## src/hdl/wmmt_pkg.sv

```systemverilog
// ----------------------------------------------------------------------------
// wmmt_pkg
// Shared widths, types, codes and states of the window min/max/mean tracker.
// ----------------------------------------------------------------------------
package wmmt_pkg;

    localparam int MAX_WINDOW  = 8;
    localparam int SAMPLE_BITS = 16;

    localparam int LEN_BITS    = 4;
    localparam int POS_BITS    = 3;
    localparam int COUNT_BITS  = 4;

    localparam int CNT_W     = $clog2(MAX_WINDOW + 1);
    localparam int ADDR_W    = $clog2(MAX_WINDOW);
    // wide enough for the count, the length register and a position
    localparam int EXT_W     = (CNT_W > LEN_BITS) ? CNT_W : LEN_BITS;
    localparam int SUM_W     = SAMPLE_BITS + CNT_W;
    localparam int DIV_STEPS = (SUM_W + 1) / 2;
    localparam int DIV_W     = 2 * DIV_STEPS;
    localparam int STEP_W    = $clog2(DIV_STEPS);

    typedef logic signed [SAMPLE_BITS-1:0] t_sample;
    typedef logic        [CNT_W-1:0]       t_count;
    typedef logic        [ADDR_W-1:0]      t_addr;
    typedef logic        [EXT_W-1:0]       t_ext;
    typedef logic signed [SUM_W-1:0]       t_sum;
    typedef logic        [SUM_W-1:0]       t_mag;
    typedef logic        [DIV_W-1:0]       t_div;
    typedef logic        [STEP_W-1:0]      t_step;
    typedef logic        [LEN_BITS-1:0]    t_len;
    typedef logic        [POS_BITS-1:0]    t_pos;
    typedef logic        [COUNT_BITS-1:0]  t_entry_count;

    localparam t_len WINDOW_LENGTH_RESET = t_len'(5);

    localparam logic MODE_APPEND  = 1'b0;
    localparam logic MODE_DISCARD = 1'b1;

    typedef enum logic [2:0] {
        ST_IDLE,
        ST_SHIFT,
        ST_APPEND,
        ST_SCAN,
        ST_DIVIDE,
        ST_DONE
    } t_state;

endpackage

```

## src/hdl/wmmt_in_if.sv

```systemverilog
// ----------------------------------------------------------------------------
// wmmt_in_if
// Input item channel: valid/ready handshake with mode, sample and position.
// ----------------------------------------------------------------------------
interface wmmt_in_if;
    logic              valid;
    logic              ready;
    logic              mode;
    wmmt_pkg::t_sample sample;
    wmmt_pkg::t_pos    position;

    modport source (output valid, output mode, output sample, output position,
                    input ready);
    modport sink   (input valid, input mode, input sample, input position,
                    output ready);
endinterface

```

## src/hdl/wmmt_out_if.sv

```systemverilog
// ----------------------------------------------------------------------------
// wmmt_out_if
// Result channel: valid/ready handshake with count, statistics and error flag.
// ----------------------------------------------------------------------------
interface wmmt_out_if;
    logic                   valid;
    logic                   ready;
    wmmt_pkg::t_entry_count entry_count;
    logic                   stats_valid;
    wmmt_pkg::t_sample      mean_value;
    wmmt_pkg::t_sample      largest_value;
    wmmt_pkg::t_sample      smallest_value;
    logic                   bad_position;

    modport source (output valid, output entry_count, output stats_valid,
                    output mean_value, output largest_value, output smallest_value,
                    output bad_position, input ready);
    modport sink   (input valid, input entry_count, input stats_valid,
                    input mean_value, input largest_value, input smallest_value,
                    input bad_position, output ready);
endinterface

```

## src/hdl/wmmt_cfg_if.sv

```systemverilog
// ----------------------------------------------------------------------------
// wmmt_cfg_if
// Configuration write channel carrying the window length register.
// ----------------------------------------------------------------------------
interface wmmt_cfg_if;
    logic           valid;
    logic           ready;
    wmmt_pkg::t_len window_length;

    modport source (output valid, output window_length, input ready);
    modport sink   (input valid, input window_length, output ready);
endinterface

```

## src/hdl/wmmt_ram.sv

```systemverilog
// ----------------------------------------------------------------------------
// wmmt_ram
// Generic simple dual-port RAM: one write port, one read port, registered read.
// ----------------------------------------------------------------------------
module wmmt_ram #(
    parameter int WIDTH = 16,
    parameter int DEPTH = 8
) (
    input  logic                     i_clk,
    input  logic                     i_wr_en,
    input  logic [$clog2(DEPTH)-1:0] i_wr_addr,
    input  logic [WIDTH-1:0]         i_wr_data,
    input  logic                     i_rd_en,
    input  logic [$clog2(DEPTH)-1:0] i_rd_addr,
    output logic [WIDTH-1:0]         o_rd_data
);

    logic [WIDTH-1:0] r_mem [DEPTH];
    logic [WIDTH-1:0] r_rd_data;

    always_ff @(posedge i_clk) begin
        if (i_wr_en) begin
            r_mem[i_wr_addr] <= i_wr_data;
        end
        if (i_rd_en) begin
            r_rd_data <= r_mem[i_rd_addr];
        end
    end

    assign o_rd_data = r_rd_data;

endmodule

```

## src/hdl/window_min_max_mean_tracker_top.sv

```systemverilog
// Sequence: shift to close the gap or drop the oldest, append the new sample, scan,
//   divide (skipped when empty), load the output register; steps not needed are skipped.
// Throughput: one item at a time; the next is accepted once the result is in
//   the output register. Set by the single RAM read port walking the window and
//   the 2-bit-per-cycle divider.
// Reset: synchronous active-low; clears count and control, window length to 5.
// ----------------------------------------------------------------------------
// window_min_max_mean_tracker_top
// Sliding window of signed samples in a RAM; reports count, mean, max and min.
// ----------------------------------------------------------------------------
module window_min_max_mean_tracker_top (
    input  logic              i_clk,
    input  logic              i_rst_n,
    wmmt_in_if.sink           i_in,
    wmmt_out_if.source        o_out,
    wmmt_cfg_if.sink          i_cfg
);

    wmmt_pkg::t_state  r_state, n_state;
    wmmt_pkg::t_len    r_window_length;
    wmmt_pkg::t_count  r_held, n_held;
    logic              r_mode, n_mode;
    wmmt_pkg::t_sample r_sample, n_sample;
    logic              r_bad, n_bad;
    wmmt_pkg::t_count  r_drop, n_drop;
    wmmt_pkg::t_count  r_rd_idx, n_rd_idx;
    wmmt_pkg::t_count  r_wr_idx, n_wr_idx;
    logic              r_rd_pend, n_rd_pend;
    wmmt_pkg::t_sum    r_sum, n_sum;
    wmmt_pkg::t_sample r_hi, n_hi;
    wmmt_pkg::t_sample r_lo, n_lo;
    logic              r_first, n_first;
    wmmt_pkg::t_div    r_mag, n_mag;
    wmmt_pkg::t_count  r_rem, n_rem;
    wmmt_pkg::t_div    r_quo, n_quo;
    logic              r_neg, n_neg;
    wmmt_pkg::t_step   r_step, n_step;

    logic                   r_out_valid, n_out_valid;
    wmmt_pkg::t_entry_count r_out_count, n_out_count;
    logic                   r_out_stats, n_out_stats;
    wmmt_pkg::t_sample      r_out_mean, n_out_mean;
    wmmt_pkg::t_sample      r_out_hi, n_out_hi;
    wmmt_pkg::t_sample      r_out_lo, n_out_lo;
    logic                   r_out_bad, n_out_bad;

    logic              in_xfer;
    logic              out_free;
    wmmt_pkg::t_ext    len_ext;
    wmmt_pkg::t_ext    eff_ext;
    wmmt_pkg::t_count  eff_len;
    wmmt_pkg::t_count  drop_cnt;
    logic              pos_ok;
    logic              rd_more;
    logic              start_scan;
    wmmt_pkg::t_sample rd_sample;
    wmmt_pkg::t_mag    sum_abs;

    logic [wmmt_pkg::CNT_W:0]   trial_a, trial_b, div_ext;
    logic                       qbit_a, qbit_b;
    wmmt_pkg::t_count           rem_a, rem_b;
    wmmt_pkg::t_div             quo_neg;

    logic                       ram_wr_en;
    wmmt_pkg::t_addr            ram_wr_addr;
    logic [wmmt_pkg::SAMPLE_BITS-1:0] ram_wr_data;
    logic                       ram_rd_en;
    wmmt_pkg::t_addr            ram_rd_addr;
    logic [wmmt_pkg::SAMPLE_BITS-1:0] ram_rd_data;

    wmmt_ram #(
        .WIDTH (wmmt_pkg::SAMPLE_BITS),
        .DEPTH (wmmt_pkg::MAX_WINDOW)
    ) u_store (
        .i_clk     (i_clk),
        .i_wr_en   (ram_wr_en),
        .i_wr_addr (ram_wr_addr),
        .i_wr_data (ram_wr_data),
        .i_rd_en   (ram_rd_en),
        .i_rd_addr (ram_rd_addr),
        .o_rd_data (ram_rd_data)
    );

    // ------------------------------------------------------------------
    // Handshakes and helpers
    // ------------------------------------------------------------------
    assign i_in.ready  = (r_state == wmmt_pkg::ST_IDLE);
    assign in_xfer     = i_in.valid && i_in.ready;
    assign i_cfg.ready = 1'b1;
    assign out_free    = !r_out_valid || o_out.ready;

    // zero acts as one, anything above the store depth as the depth
    assign len_ext = wmmt_pkg::t_ext'(r_window_length);
    assign eff_ext = (len_ext == '0) ? wmmt_pkg::t_ext'(1) :
                     (len_ext > wmmt_pkg::t_ext'(wmmt_pkg::MAX_WINDOW)) ?
                     wmmt_pkg::t_ext'(wmmt_pkg::MAX_WINDOW) : len_ext;
    assign eff_len  = wmmt_pkg::t_count'(eff_ext);
    assign drop_cnt = (r_held >= eff_len) ? (r_held - eff_len + wmmt_pkg::t_count'(1)) : '0;
    assign pos_ok   = wmmt_pkg::t_ext'(i_in.position) < wmmt_pkg::t_ext'(r_held);

    assign rd_more   = r_rd_idx < r_held;
    assign rd_sample = wmmt_pkg::t_sample'(ram_rd_data);
    assign sum_abs   = r_sum[wmmt_pkg::SUM_W-1] ? wmmt_pkg::t_mag'(-r_sum)
                                                : wmmt_pkg::t_mag'(r_sum);

    // two restoring division steps per cycle; remainder stays below the count
    assign div_ext = {1'b0, r_held};
    assign trial_a = {r_rem, r_mag[wmmt_pkg::DIV_W-1]};
    assign qbit_a  = trial_a >= div_ext;
    assign rem_a   = qbit_a ? wmmt_pkg::t_count'(trial_a - div_ext)
                            : wmmt_pkg::t_count'(trial_a);
    assign trial_b = {rem_a, r_mag[wmmt_pkg::DIV_W-2]};
    assign qbit_b  = trial_b >= div_ext;
    assign rem_b   = qbit_b ? wmmt_pkg::t_count'(trial_b - div_ext)
                            : wmmt_pkg::t_count'(trial_b);
    assign quo_neg = r_neg ? (~r_quo + wmmt_pkg::t_div'(1)) : r_quo;

    // ------------------------------------------------------------------
    // Next state
    // ------------------------------------------------------------------
    always_comb begin
        n_state = r_state;
        unique case (r_state)
            wmmt_pkg::ST_IDLE: begin
                if (in_xfer) begin
                    if (i_in.mode == wmmt_pkg::MODE_APPEND) begin
                        n_state = (drop_cnt != '0) ? wmmt_pkg::ST_SHIFT
                                                   : wmmt_pkg::ST_APPEND;
                    end else begin
                        n_state = pos_ok ? wmmt_pkg::ST_SHIFT : wmmt_pkg::ST_SCAN;
                    end
                end
            end
            wmmt_pkg::ST_SHIFT: begin
                if (!rd_more && !r_rd_pend) begin
                    n_state = (r_mode == wmmt_pkg::MODE_APPEND) ? wmmt_pkg::ST_APPEND
                                                                : wmmt_pkg::ST_SCAN;
                end
            end
            wmmt_pkg::ST_APPEND: n_state = wmmt_pkg::ST_SCAN;
            wmmt_pkg::ST_SCAN: begin
                if (!rd_more && !r_rd_pend) begin
                    n_state = (r_held == '0) ? wmmt_pkg::ST_DONE : wmmt_pkg::ST_DIVIDE;
                end
            end
            wmmt_pkg::ST_DIVIDE: begin
                if (r_step == wmmt_pkg::t_step'(wmmt_pkg::DIV_STEPS - 1)) begin
                    n_state = wmmt_pkg::ST_DONE;
                end
            end
            wmmt_pkg::ST_DONE: begin
                if (out_free) begin
                    n_state = wmmt_pkg::ST_IDLE;
                end
            end
            default: n_state = wmmt_pkg::ST_IDLE;
        endcase
    end

    // ------------------------------------------------------------------
    // Datapath and RAM control
    // ------------------------------------------------------------------
    always_comb begin
        n_held      = r_held;
        n_mode      = r_mode;
        n_sample    = r_sample;
        n_bad       = r_bad;
        n_drop      = r_drop;
        n_rd_idx    = r_rd_idx;
        n_wr_idx    = r_wr_idx;
        n_rd_pend   = 1'b0;
        n_sum       = r_sum;
        n_hi        = r_hi;
        n_lo        = r_lo;
        n_first     = r_first;
        n_mag       = r_mag;
        n_rem       = r_rem;
        n_quo       = r_quo;
        n_neg       = r_neg;
        n_step      = r_step;
        n_out_valid = r_out_valid && !o_out.ready;
        n_out_count = r_out_count;
        n_out_stats = r_out_stats;
        n_out_mean  = r_out_mean;
        n_out_hi    = r_out_hi;
        n_out_lo    = r_out_lo;
        n_out_bad   = r_out_bad;
        start_scan  = 1'b0;
        ram_wr_en   = 1'b0;
        ram_wr_addr = r_wr_idx[wmmt_pkg::ADDR_W-1:0];
        ram_wr_data = ram_rd_data;
        ram_rd_en   = 1'b0;
        ram_rd_addr = r_rd_idx[wmmt_pkg::ADDR_W-1:0];

        unique case (r_state)
            wmmt_pkg::ST_IDLE: begin
                if (in_xfer) begin
                    n_mode   = i_in.mode;
                    n_sample = i_in.sample;
                    n_bad    = 1'b0;
                    if (i_in.mode == wmmt_pkg::MODE_APPEND) begin
                        // drop the oldest entries so that the append leaves the window length held
                        n_drop   = drop_cnt;
                        n_wr_idx = '0;
                        n_rd_idx = drop_cnt;
                    end else if (pos_ok) begin
                        n_drop   = wmmt_pkg::t_count'(1);
                        n_wr_idx = wmmt_pkg::t_count'(i_in.position);
                        n_rd_idx = wmmt_pkg::t_count'(i_in.position)
                                   + wmmt_pkg::t_count'(1);
                    end else begin
                        n_bad      = 1'b1;
                        start_scan = 1'b1;
                    end
                end
            end
            wmmt_pkg::ST_SHIFT: begin
                // read ahead of the write pointer; the two never meet
                if (rd_more) begin
                    ram_rd_en = 1'b1;
                    n_rd_idx  = r_rd_idx + wmmt_pkg::t_count'(1);
                    n_rd_pend = 1'b1;
                end
                if (r_rd_pend) begin
                    ram_wr_en = 1'b1;
                    n_wr_idx  = r_wr_idx + wmmt_pkg::t_count'(1);
                end
                if (!rd_more && !r_rd_pend) begin
                    n_held = r_held - r_drop;
                    if (r_mode != wmmt_pkg::MODE_APPEND) begin
                        start_scan = 1'b1;
                    end
                end
            end
            wmmt_pkg::ST_APPEND: begin
                ram_wr_en   = 1'b1;
                ram_wr_addr = r_held[wmmt_pkg::ADDR_W-1:0];
                ram_wr_data = r_sample;
                n_held      = r_held + wmmt_pkg::t_count'(1);
                start_scan  = 1'b1;
            end
            wmmt_pkg::ST_SCAN: begin
                if (rd_more) begin
                    ram_rd_en = 1'b1;
                    n_rd_idx  = r_rd_idx + wmmt_pkg::t_count'(1);
                    n_rd_pend = 1'b1;
                end
                if (r_rd_pend) begin
                    n_sum   = r_sum + wmmt_pkg::t_sum'(rd_sample);
                    n_first = 1'b0;
                    if (r_first || (rd_sample > r_hi)) begin
                        n_hi = rd_sample;
                    end
                    if (r_first || (rd_sample < r_lo)) begin
                        n_lo = rd_sample;
                    end
                end
                if (!rd_more && !r_rd_pend) begin
                    n_mag  = wmmt_pkg::t_div'(sum_abs);
                    n_neg  = r_sum[wmmt_pkg::SUM_W-1];
                    n_rem  = '0;
                    n_quo  = '0;
                    n_step = '0;
                end
            end
            wmmt_pkg::ST_DIVIDE: begin
                n_rem  = rem_b;
                n_quo  = {r_quo[wmmt_pkg::DIV_W-3:0], qbit_a, qbit_b};
                n_mag  = {r_mag[wmmt_pkg::DIV_W-3:0], 2'b00};
                n_step = r_step + wmmt_pkg::t_step'(1);
            end
            wmmt_pkg::ST_DONE: begin
                if (out_free) begin
                    n_out_valid = 1'b1;
                    n_out_count = wmmt_pkg::t_entry_count'(r_held);
                    n_out_stats = (r_held != '0);
                    n_out_mean  = wmmt_pkg::t_sample'(quo_neg[wmmt_pkg::SAMPLE_BITS-1:0]);
                    n_out_hi    = r_hi;
                    n_out_lo    = r_lo;
                    n_out_bad   = r_bad;
                end
            end
            default: begin
                n_held = r_held;
            end
        endcase

        // empty window leaves zeros in every statistic
        if (start_scan) begin
            n_rd_idx  = '0;
            n_rd_pend = 1'b0;
            n_sum     = '0;
            n_hi      = '0;
            n_lo      = '0;
            n_first   = 1'b1;
            n_quo     = '0;
            n_neg     = 1'b0;
        end
    end

    // ------------------------------------------------------------------
    // Registers
    // ------------------------------------------------------------------
    always_ff @(posedge i_clk) begin
        if (!i_rst_n) begin
            r_state         <= wmmt_pkg::ST_IDLE;
            r_window_length <= wmmt_pkg::WINDOW_LENGTH_RESET;
            r_held          <= '0;
            r_rd_pend       <= 1'b0;
            r_out_valid     <= 1'b0;
        end else begin
            r_state     <= n_state;
            r_held      <= n_held;
            r_rd_pend   <= n_rd_pend;
            r_out_valid <= n_out_valid;
            if (i_cfg.valid && i_cfg.ready) begin
                r_window_length <= i_cfg.window_length;
            end
        end
    end

    always_ff @(posedge i_clk) begin
        r_mode      <= n_mode;
        r_sample    <= n_sample;
        r_bad       <= n_bad;
        r_drop      <= n_drop;
        r_rd_idx    <= n_rd_idx;
        r_wr_idx    <= n_wr_idx;
        r_sum       <= n_sum;
        r_hi        <= n_hi;
        r_lo        <= n_lo;
        r_first     <= n_first;
        r_mag       <= n_mag;
        r_rem       <= n_rem;
        r_quo       <= n_quo;
        r_neg       <= n_neg;
        r_step      <= n_step;
        r_out_count <= n_out_count;
        r_out_stats <= n_out_stats;
        r_out_mean  <= n_out_mean;
        r_out_hi    <= n_out_hi;
        r_out_lo    <= n_out_lo;
        r_out_bad   <= n_out_bad;
    end

    assign o_out.valid          = r_out_valid;
    assign o_out.entry_count    = r_out_count;
    assign o_out.stats_valid    = r_out_stats;
    assign o_out.mean_value     = r_out_mean;
    assign o_out.largest_value  = r_out_hi;
    assign o_out.smallest_value = r_out_lo;
    assign o_out.bad_position   = r_out_bad;

    // ------------------------------------------------------------------
    // Assertions
    // ------------------------------------------------------------------
    a_held_bound: assert property (@(posedge i_clk) disable iff (!i_rst_n)
        r_held <= wmmt_pkg::t_count'(wmmt_pkg::MAX_WINDOW))
        else $error("held count exceeds window depth");

    a_accept_leaves_idle: assert property (@(posedge i_clk) disable iff (!i_rst_n)
        in_xfer |=> (r_state != wmmt_pkg::ST_IDLE))
        else $error("accepted transaction did not start processing");

    a_write_phase: assert property (@(posedge i_clk) disable iff (!i_rst_n)
        ram_wr_en |-> (r_state == wmmt_pkg::ST_SHIFT || r_state == wmmt_pkg::ST_APPEND))
        else $error("store written outside shift or append");

    a_shift_order: assert property (@(posedge i_clk) disable iff (!i_rst_n)
        (ram_wr_en && ram_rd_en) |-> (ram_wr_addr < ram_rd_addr))
        else $error("shift write overtook its read");

endmodule

```

## src/flat_wrapper.sv

```systemverilog
// flat-port wrapper written by rule: the top's interface ports become plain ports
module window_min_max_mean_tracker_top_flat 
  (i_clk, i_rst_n, i_in_valid, i_in_mode, i_in_sample, i_in_position, i_in_ready, o_out_valid, o_out_entry_count, o_out_stats_valid, o_out_mean_value, o_out_largest_value, o_out_smallest_value, o_out_bad_position, o_out_ready, i_cfg_valid, i_cfg_window_length, i_cfg_ready);
  wmmt_in_if i_in_i ();
  wmmt_out_if o_out_i ();
  wmmt_cfg_if i_cfg_i ();
  input  logic i_clk;
  input  logic i_rst_n;
  input wire logic [$bits(i_in_i.valid)-1:0] i_in_valid;
  input wire logic [$bits(i_in_i.mode)-1:0] i_in_mode;
  input wire logic [$bits(i_in_i.sample)-1:0] i_in_sample;
  input wire logic [$bits(i_in_i.position)-1:0] i_in_position;
  output wire logic [$bits(i_in_i.ready)-1:0] i_in_ready;
  output wire logic [$bits(o_out_i.valid)-1:0] o_out_valid;
  output wire logic [$bits(o_out_i.entry_count)-1:0] o_out_entry_count;
  output wire logic [$bits(o_out_i.stats_valid)-1:0] o_out_stats_valid;
  output wire logic [$bits(o_out_i.mean_value)-1:0] o_out_mean_value;
  output wire logic [$bits(o_out_i.largest_value)-1:0] o_out_largest_value;
  output wire logic [$bits(o_out_i.smallest_value)-1:0] o_out_smallest_value;
  output wire logic [$bits(o_out_i.bad_position)-1:0] o_out_bad_position;
  input wire logic [$bits(o_out_i.ready)-1:0] o_out_ready;
  input wire logic [$bits(i_cfg_i.valid)-1:0] i_cfg_valid;
  input wire logic [$bits(i_cfg_i.window_length)-1:0] i_cfg_window_length;
  output wire logic [$bits(i_cfg_i.ready)-1:0] i_cfg_ready;
  assign i_in_i.valid = i_in_valid;
  assign i_in_i.mode = i_in_mode;
  assign i_in_i.sample = i_in_sample;
  assign i_in_i.position = i_in_position;
  assign i_in_ready = i_in_i.ready;
  assign o_out_valid = o_out_i.valid;
  assign o_out_entry_count = o_out_i.entry_count;
  assign o_out_stats_valid = o_out_i.stats_valid;
  assign o_out_mean_value = o_out_i.mean_value;
  assign o_out_largest_value = o_out_i.largest_value;
  assign o_out_smallest_value = o_out_i.smallest_value;
  assign o_out_bad_position = o_out_i.bad_position;
  assign o_out_i.ready = o_out_ready;
  assign i_cfg_i.valid = i_cfg_valid;
  assign i_cfg_i.window_length = i_cfg_window_length;
  assign i_cfg_ready = i_cfg_i.ready;
  window_min_max_mean_tracker_top u_core (.i_clk(i_clk), .i_rst_n(i_rst_n), .i_in(i_in_i), .o_out(o_out_i), .i_cfg(i_cfg_i));
endmodule
```

## config.mk

```make
export PLATFORM = sky130hd
export DESIGN_NAME = window_min_max_mean_tracker_top_flat
export DESIGN_NICKNAME = d
export VERILOG_FILES = /design/src/hdl/wmmt_pkg.sv /design/src/hdl/wmmt_in_if.sv /design/src/hdl/wmmt_out_if.sv /design/src/hdl/wmmt_cfg_if.sv /design/src/hdl/wmmt_ram.sv /design/src/hdl/window_min_max_mean_tracker_top.sv /design/src/flat_wrapper.sv
export SDC_FILE = /design/constraint.sdc
export NUM_CORES = 1
export LEC_CHECK = 0
export ABC_CLOCK_PERIOD_IN_PS = 6110
export BUFFER_PORTS_ARGS = -buffer_cell sky130_fd_sc_hd__buf_2
export CAP_MARGIN = 15
export CORE_AREA = 8 8 180 182
export CTS_CLUSTER_DIAMETER = 120
export CTS_CLUSTER_SIZE = 16
export DETAILED_ROUTE_END_ITERATION = 10
export DIE_AREA = 0 0 188 190
export PLACE_DENSITY = 0.78
export SETUP_SLACK_MARGIN = 0.02
export SYNTH_ARGS = -nofsm -noshare
export SYNTH_HDL_FRONTEND = slang
export SYNTH_SLANG_ARGS = --single-unit
```

## constraint.sdc

```tcl
create_clock -name i_clk -period 6.11 [get_ports i_clk]
set_input_delay 1.222 -clock i_clk [delete_from_list [all_inputs] [get_ports i_clk]]
set_output_delay 1.222 -clock i_clk [all_outputs]
set_load 0.02 [all_outputs]
```

==> flow_summary_export.csv <==
group,metric,value,unit
run_status,status,"complete, no violations",
place,preCtsSetupSlack,1.69,ns
logic_synthesis,synthArstFlopShare,0,
logic_synthesis,synth.distinct_cells,73,
layout,largest_reg_flops,128,
setup_path,endpoint_kind,"register",
logic_synthesis,synth_top_family_by_area,"simple AND/OR/NAND/NOR gates",
layout,largest_register,"u_core.u_store.r_mem",
place,gp_congestion,0.834,
clocking,clock_latency,0.54,ns
clocking,clk_pin_slew,0.08,ns
timing,tightestPinTransition,1.13,ns
floorplanning,num_rows,63,
drt,vias,10200,
timing,timing.final.crit_share,0.731,
logic_synthesis,syn_area,0.0159,mm^2
drt,antenna_left,0,
drt,drcViolationCount,0,
drt,drt_iter0_drc,877,
global_routing,grt_max_degree,49,
pwr,leakage,6.58,nW
logic_synthesis,ys_warn_count,0,
drt,drt-pass1-iter-count,6,
timing,min_period,4.47,ns
logic_synthesis,synthCells,1294,
layout,top_regs,"u_core.u_store.r_mem x128, u_core.r_mag x20, u_core.r_sum x20",
place,numPortBuffers,84,
drt,maxUsedRoutingLayer,"met5",
floorplanning,dieArea,0.0357,mm^2
setup_path,crit_family,"compound AO/OA/AOI/OAI gates",
drt,wl_met2,15.8,mm
logic_synthesis,synth_fa_ha_area_frac,0.0713,
run,drv_cap,0,
global_routing,gr-total-overflow,0,
setup_path,crit_required,6.40,ns
setup_path,start_kind,"register",
logic_synthesis,synth_xor_area_frac,0.0292,
timing,holdWs,0.435,ns
global_routing,grt_pass1_vias,10000,
logic_synthesis,synth_nets,1410,
layout,antenna_cells,0,
logic_synthesis,synth_simple_gate_area_frac,0.104,
setup_path,critPathKind,"register to register",
pwr,switching_share,0.340,
logic_synthesis,yosys.area.top_type,"edfxtp_1",
drt,wl_met1,14.1,mm
layout,multi_input_area,0.00617,mm^2
layout,drive_above_1_share,0.150,
pwr,pwr-share-clk,0.223,
drt,via_per_inst,5.74,
layout,final-seq-area,0.00928,mm^2
timing,setup_tns,0,ns
setup_path,cp_slowest_cell,"a221oi_2",
global_routing,grt_first_pass_wirelength,52.9,mm
floorplanning,core-area,0.0294,mm^2
layout,fillers,2280,
drt,drt_wl_total,33.0,mm
clocking,cts_buffers,25,
pwr,comb_power_share,0.311,
logic_synthesis,synth_edf_count,251,
logic_synthesis,synth_seq_area_share,0.583,
logic_synthesis,yosys.area.top_type_share,0.474,
floorplanning,die_y,190,um
clocking,htree_levels,1,
layout,fin_nets,1488,
setup_path,crit_chain,"inv_1 -> ha_1 -> nor2b_1 -> o21ai_0 -> a21boi_0 -> nor2_1 -> mux2i_1 -> ha_1 -> a21o_1 -> a21o_1 -> a31o_2 -> a221oi_2 -> mux2i_1 -> nor2_1",
logic_synthesis,synth_seq_cells,338,
timing,finalMaxSlewViolations,0,
pwr,switching_power,0.00234,W
drt,dr_wl_met3,2.32,mm
clocking,cts_hold_buf,0,
min_path,hold_path_class,"register to register",
logic_synthesis,synth_top_flop_cell,"edfxtp_1",
setup_path,path_max_fanout,10,
setup_path,slowest_delay,0.54,ns
pwr,p_int,0.00454,W
floorplanning,initial_utilization,0.541,
clocking,cts_root_buffer,"clkbuf_16",
place,dp_hpwl,22.2,mm
logic_synthesis,synth.area.top_cells,"edfxtp_1 47%, dfxtp_1 11%, ha_1 6.4%",
clocking,cts_setup_buffers,0,
pwr,p_per_area,394,mW/mm^2
logic_synthesis,syn_area_per_cell,12.3,um^2
timing,max-slew-margin-rel,0.248,
floorplanning,die_w,188,um
setup_path,arrival,4.75,ns
timing,layout_setup_ws,1.64,ns
clocking,cts_sinks,338,
layout,synthToLayoutAreaGrowth,9.80,%
timing,fmax,0.224,GHz
pwr,ir_worst_vdd,0.279,mV
timing,rsz0062_at_grt,"false",
clocking,cts_tree,"yes",
clocking,cts_buffer_depth,3,
floorplanning,ios,86,
clocking,cts_resized,0,
timing,hold_viol_final,0,
setup_path,cp_num_buf_inv,1,
timing,setup_viol,0,
global_routing,grt_use_total,0.182,
timing,finClkSkew,0.0179,ns
logic_synthesis,synth-compound-area-share,0.0992,
logic_synthesis,synth.area.mux_share,0.0832,
global_routing,antenna_found_initial,1,
drt,wl_per_cell,18.6,um
pwr,power_frac_seq,0.466,
## power groups by stage
stage | sequential (W) | clock, W | combinational (W)
after floorplan | 0.00311 | 0 | 0.00166
after global placement | 0.00323 | 0 | 0.00204
after detailed placement | 0.00325 | 0 | 0.00213
after CTS | 0.00320 | 0.00158 | 0.00215
after global routing | 0.00324 | 0.00165 | 0.00238
final | 0.00321 | 0.00154 | 0.00214
## final timing paths
kind                    startpoint                        endpoint  slack, ns  cells past startpoint
setup / recovery  u_core.r_held[1]                 u_core.r_rem[2]       1.64                     14
hold / removal      u_core.r_lo[9]  u_core.o_out.smallest_value[9]       0.43                      0
setup reg to reg  u_core.r_held[1]                 u_core.r_rem[2]       1.64                     14
hold reg to reg     u_core.r_lo[9]  u_core.o_out.smallest_value[9]       0.43                      0
## cell usage after synthesis, types with 3 or more instances
library cell  number
edfxtp_1         251
nand2_1          139
nor2_1            96
dfxtp_1           87
ha_1              81
o21ai_0           70
a21oi_1           68
inv_1             68
nand3_1           37
mux4_2            32
clkbuf_1          30
mux2_2            28
xnor2_1           27
xor2_1            26
mux2i_1           23
nor2b_1           20
a21o_1            15
a22oi_1           14
a31oi_1           13
nor3_1            12
buf_2             10
nand2b_1          10
or3_1             10
a211oi_1           8
and2_1             8
o31ai_1            8
and3_1             7
buf_1              7
fa_1               6
nand4_1            6
o21a_1             6
mux2_1             5
o211ai_1           5
o21bai_1           4
or2_2              4
nand3b_1           3
o21ai_1            3
or4_1              3
## layer usage
| metal | vias to the layer above | track usage |
|---|---|---|
| li1 | 4895 | - |
| met2 | 343 | 0.306 |
| met5 | - | 0 |
| met3 | 60 | 0.0350 |
| met1 | 4922 | 0.239 |
| met4 | 2 | 0.0548 |
## layout by cell type (no fill, tap or decap), types with 7 or more instances in the layout
master / instances
a22oi_1: 14
nor2_1: 93
dfxtp_1: 86
a31oi_1: 13
mux2i_1: 23
xor2_1: 26
a21o_1: 15
buf_4: 17
edfxtp_1: 251
buf_2: 84
and3_1: 7
mux2_2: 28
mux4_2: 32
or3_1: 10
ha_1: 81
clkbuf_16: 25
a211oi_1: 8
nand2_1: 139
o31ai_1: 8
nor2b_1: 19
clkbuf_1: 19
a21oi_1: 68
xnor2_1: 27
nand2b_1: 10
nor3_1: 12
and2_1: 8
inv_1: 68
nand3_1: 37
o21ai_0: 70
## metrics by stage
| step | utilization | instance area [um^2] | total power [W] | std cells |
|---|---|---|---|---|
| floorplan | - | 15900 | 0.00477 | 1294 |
| global placement | 0.569 | 16700 | 0.00528 | 1734 |
| detailed placement | 0.569 | 16700 | 0.00538 | 1734 |
| CTS | 0.594 | 17500 | 0.00693 | 1780 |
| global route | 0.594 | 17500 | 0.00727 | 1781 |
| finish | 0.594 | 17500 | 0.00688 | 1781 |
## logic make-up (layout without fill, tap and decap cells)
family          count (synthesis)  after routing
simple gates                  364            364
buf+inv                       118            215
fa+ha+maj                      87             87
xor+xnor                       53             53
compound gates                245            245
flops                         338            338
mux                            88             88
other cells                     1              1
## cell type report
class,count,area share
Tap cell,390,0.0279
Clock inverter,2,0.00143
Timing Repair Buffer,101,0.0314
Clock buffer,44,0.0399
Multi-Input combinational cell,838,0.353
Inverter,68,0.0146
Sequential cell,338,0.531
(Power assumes the default switching activity.)
